===== src/hw/rtl/pqadc_fifo.sv =====
// pqadc_fifo: small register queue with valid/ready on both sides and a fill count.
// No dependencies.
`timescale 1ns / 1ps

module pqadc_fifo #(
	parameter type T     = logic,
	parameter int  DEPTH = 4
) (
	input  logic                       clk,
	input  logic                       arst_n,
	input  logic                       push_valid,
	output logic                       push_ready,
	input  T                           push_data,
	output logic                       pop_valid,
	input  logic                       pop_ready,
	output T                           pop_data,
	output logic [$clog2(DEPTH+1)-1:0] count
);

	localparam int PTR_W = (DEPTH > 1) ? $clog2(DEPTH) : 1;
	localparam int CNT_W = $clog2(DEPTH + 1);

	T                 mem_q [DEPTH];
	logic [PTR_W-1:0] wr_ptr_q;
	logic [PTR_W-1:0] rd_ptr_q;
	logic [CNT_W-1:0] count_q;
	logic             push;
	logic             pop;

	assign push_ready = (count_q != CNT_W'(DEPTH));
	assign pop_valid  = (count_q != '0);
	assign pop_data   = mem_q[rd_ptr_q];
	assign count      = count_q;
	assign push       = push_valid && push_ready;
	assign pop        = pop_valid && pop_ready;

	always_ff @(posedge clk) begin
		if (push) begin
			mem_q[wr_ptr_q] <= push_data;
		end
	end

	always_ff @(posedge clk or negedge arst_n) begin
		if (!arst_n) begin
			wr_ptr_q <= '0;
			rd_ptr_q <= '0;
			count_q  <= '0;
		end else begin
			if (push) begin
				wr_ptr_q <= (wr_ptr_q == PTR_W'(DEPTH - 1)) ? '0 : wr_ptr_q + PTR_W'(1);
			end
			if (pop) begin
				rd_ptr_q <= (rd_ptr_q == PTR_W'(DEPTH - 1)) ? '0 : rd_ptr_q + PTR_W'(1);
			end
			case ({push, pop})
				2'b10:   count_q <= count_q + CNT_W'(1);
				2'b01:   count_q <= count_q - CNT_W'(1);
				default: count_q <= count_q;
			endcase
		end
	end

endmodule


===== config.mk =====
export PLATFORM = sky130hd
export DESIGN_NAME = pqadc_fifo
export DESIGN_NICKNAME = d
export VERILOG_FILES = /design/src/hw/rtl/pqadc_fifo.sv
export SDC_FILE = /design/constraint.sdc
export NUM_CORES = 1
export LEC_CHECK = 0
export BUFFER_PORTS_ARGS = -buffer_cell sky130_fd_sc_hd__buf_2
export CELL_PAD_IN_SITES_DETAIL_PLACEMENT = 1
export CELL_PAD_IN_SITES_GLOBAL_PLACEMENT = 1
export CORE_AREA = 2 2 40 42
export DETAILED_ROUTE_END_ITERATION = 10
export DIE_AREA = 0 0 42 44
export PLACE_DENSITY = 0.82
export SLEW_MARGIN = 20
export SYNTH_ARGS = -nofsm -noshare
export SYNTH_HDL_FRONTEND = slang
export SYNTH_SLANG_ARGS = --single-unit

===== constraint.sdc =====
create_clock -name clk -period 5.65 [get_ports clk]
set_clock_uncertainty 0.05 [all_clocks]
set_input_delay 0 -clock clk [delete_from_list [all_inputs] [get_ports clk]]
set_output_delay 0 -clock clk [all_outputs]
set_load 0.02 [all_outputs]

==> impl_metrics.tcl <==
set metrics [dict create \
    status "completed" \
    grt_pass1_vias 411 \
    grt_setup_unrepaired "no" \
    cts_buffers 3 \
    cts_resized 0 \
    synth_top_cell_area_share 0.292 \
    drt_iter0_drc 0 \
    worstPathRequired_ps 5790 \
    fin_ws_ps 3400 \
    cts_buffer_depth 2 \
    die_height_um 44 \
    antenna_cells 0 \
    grt_pass1_wl_um 1950 \
    async_flop_share 0.636 \
    globalRouteMet2Util 0.272 \
    grtUsageMet3 0.0375 \
    via_per_inst 4.83 \
    hold_buffers 2 \
    r2r_setup_slack_ps 3400 \
    critPathArrivalTime_ps 2390 \
    drc 0 \
    synth_compound_gate_area_share 0 \
    crit_chain "or3b_4 > and2_4 > inv_1 > ha_1 > inv_1 > fa_1 > xor2_1 > nor2_1 > xor2_1" \
    clock.fmax_mhz 444 \
    synthXorXnorAreaFrac 0.0438 \
    placed_cells 71 \
    slew_headroom 0.889 \
    synth_top_area_cell "dfrtp_1" \
    dr.pass1.iters 1 \
    place_ws_ps 3400 \
    setup_viol 0 \
    synth_common_cells "dfrtp_1, inv_1, ha_1, and3_2, edfxtp_1" \
    grt_max_degree 8 \
    die_area_um2 1850 \
    stdcell_count 77 \
    cts_max_level 1 \
    wl_per_cell_um 14.0 \
    syn_inst 45 \
    muxShareOfSynthArea 0.142 \
    hold_viol 0 \
    cts_tree "built" \
    rr_endpoint "count[2]$_DFFE_PN0P_" \
    hp-class "in2async" \
    hpwl_um 881 \
    portBuffers 10 \
    path_clk_slew_ps 70 \
    post_cts_buffers 0 \
    std_cell_rows 14 \
    grt_overflow 0 \
    tns_ps 0 \
    place.gp.congestion 0.720 \
    synthToLayoutAreaGrowth_pct 19.4 \
    initial_core_util 0.423 \
    grt_antenna_before_repair 0 \
    synth_fp_nets 57 \
    cp_slowest_cell "or3b_4" \
    worst_slew_pin_slew_ps 167 \
    core_um2 1420 \
    synth_cell_type_count 17 \
    ys_top_cells_by_area "dfrtp_1, edfxtp_1, ha_1" \
    synth_area_um2 601 \
    p_leak_nw 0.355 \
    synthAdderAreaFrac 0.158 \
    drive_above_1_share 0.410 \
    ys.flop_type "dfrtp_1" \
    final_util 0.505 \
    p_per_area_nw_per_um2 556 \
    ys_seq_area_frac 0.492 \
    num_vias 372 \
    critPathMaxFanout 6 \
    clock_latency_ps 260 \
    ant_nets 0 \
    fp.dieW_um 42 \
    fin_crit_sh 0.399 \
    cpPeakStageDelay_ps 440 \
    finalCriticalPeriod_ps 2250 \
    cts-root-buf "clkbuf_4" \
    cts.sinks 11 \
    synth_edf_count 4 \
    grtUsageTotal 0.148 \
    synth-simple-area-share 0.121 \
    maxCapViolations 0 \
    synth_top_family_by_area "adder cells" \
    cp-start-kind "register" \
    syn_avg_cell_area_um2 13.3 \
    setup.worst_path.class "reg2reg" \
    busiest_layer "met2" \
    ys.warnings.count 0 \
    ir_drop_mv 0.220 \
    num-nets-final 74 \
    num_io_pins 11 \
    reg2reg_from "count[1]$_DFFE_PN0P_" \
    slew_viol_final 0 \
    wirelength_um 1080 \
    grt_util_met1 0.165 \
    synth_seq_cells 11 \
    worstRegToRegCells 9 \
    worstSetupEndpointType "register" \
]
==> flip-flops by register name, summed over array words and instances (netlist names) <==
name      flops
count         3
wr_ptr_q      2
mem_q         4
rd_ptr_q      2
==> cells by family after synthesis <==
logic type / Yosys count
buf+inv: 7
xor+xnor: 3
fa+ha+maj: 7
mux: 6
simple gates: 11
flops: 11
==> cells in the final DEF, fill, tap and decap left out, drive strengths merged <==
cell	count
xor2	2
buf	10
and3	4
inv	7
mux2	4
clkbuf	4
xnor2	1
mux2i	1
mux4	1
fa	1
and2	1
dlygate4sd3	2
dfrtp	7
or3	1
edfxtp	4
nand2	1
nor2	3
ha	6
or3b	1
==> area by class of cell <==
type	count	area [µm²]
Fill cell	151	702
Sequential cell	11	295
Multi-Input combinational cell	27	279
Timing Repair Buffer	12	70.1
Clock buffer	4	26.3
Inverter	7	26.3
Tap cell	16	20.0
==> through the flow <==
step	hold WS (ps)	area, µm²	total power, W
final	63.7	717	0.000399
after global routing	73.3	717	0.000440
after CTS	34.2	717	0.000408
after detailed placement	-206	671	0.000352
after global placement	-207	671	0.000333
after floorplan	-346	601	0.000291
==> per-layer routing <==
layer / part of all wire / wire length (µm)
met1: 0.43 / 463
met2: 0.55 / 594
met3: 0.018 / 19
met4: 0 / 0
met5: 0 / 0
==> worst max-delay path, delay by kind of cell, from the launching register on <==
kind                       cells  cell delay (ps)
buffers and inverters          2              120
xor gates and xnor gates       2              310
and+or+nand+nor                3              740
DFF                            1              420
adders and majority gates      2              550
==> report_power, final <==
group / leakage (nW) / internal (W) / switching, W
clock network: 0.0150 / 0.0000273 / 0.0000259
logic: 0.221 / 0.0000989 / 0.0000990
registers: 0.119 / 0.000117 / 0.0000308
total: 0.355 / 0.000243 / 0.000156
==> worst max path at each step <==
stage / startpoint / end
after floorplan: count[2]$_DFFE_PN0P_ / count[2]$_DFFE_PN0P_
after global placement: count[0]$_DFFE_PN0P_ / count[2]$_DFFE_PN0P_
after detailed placement: count[1]$_DFFE_PN0P_ / count[2]$_DFFE_PN0P_
after CTS: count[0]$_DFFE_PN0P_ / count[2]$_DFFE_PN0P_
after global routing: count[0]$_DFFE_PN0P_ / count[2]$_DFFE_PN0P_
final: count[1]$_DFFE_PN0P_ / count[2]$_DFFE_PN0P_
Power figures use the tool's default switching activity.
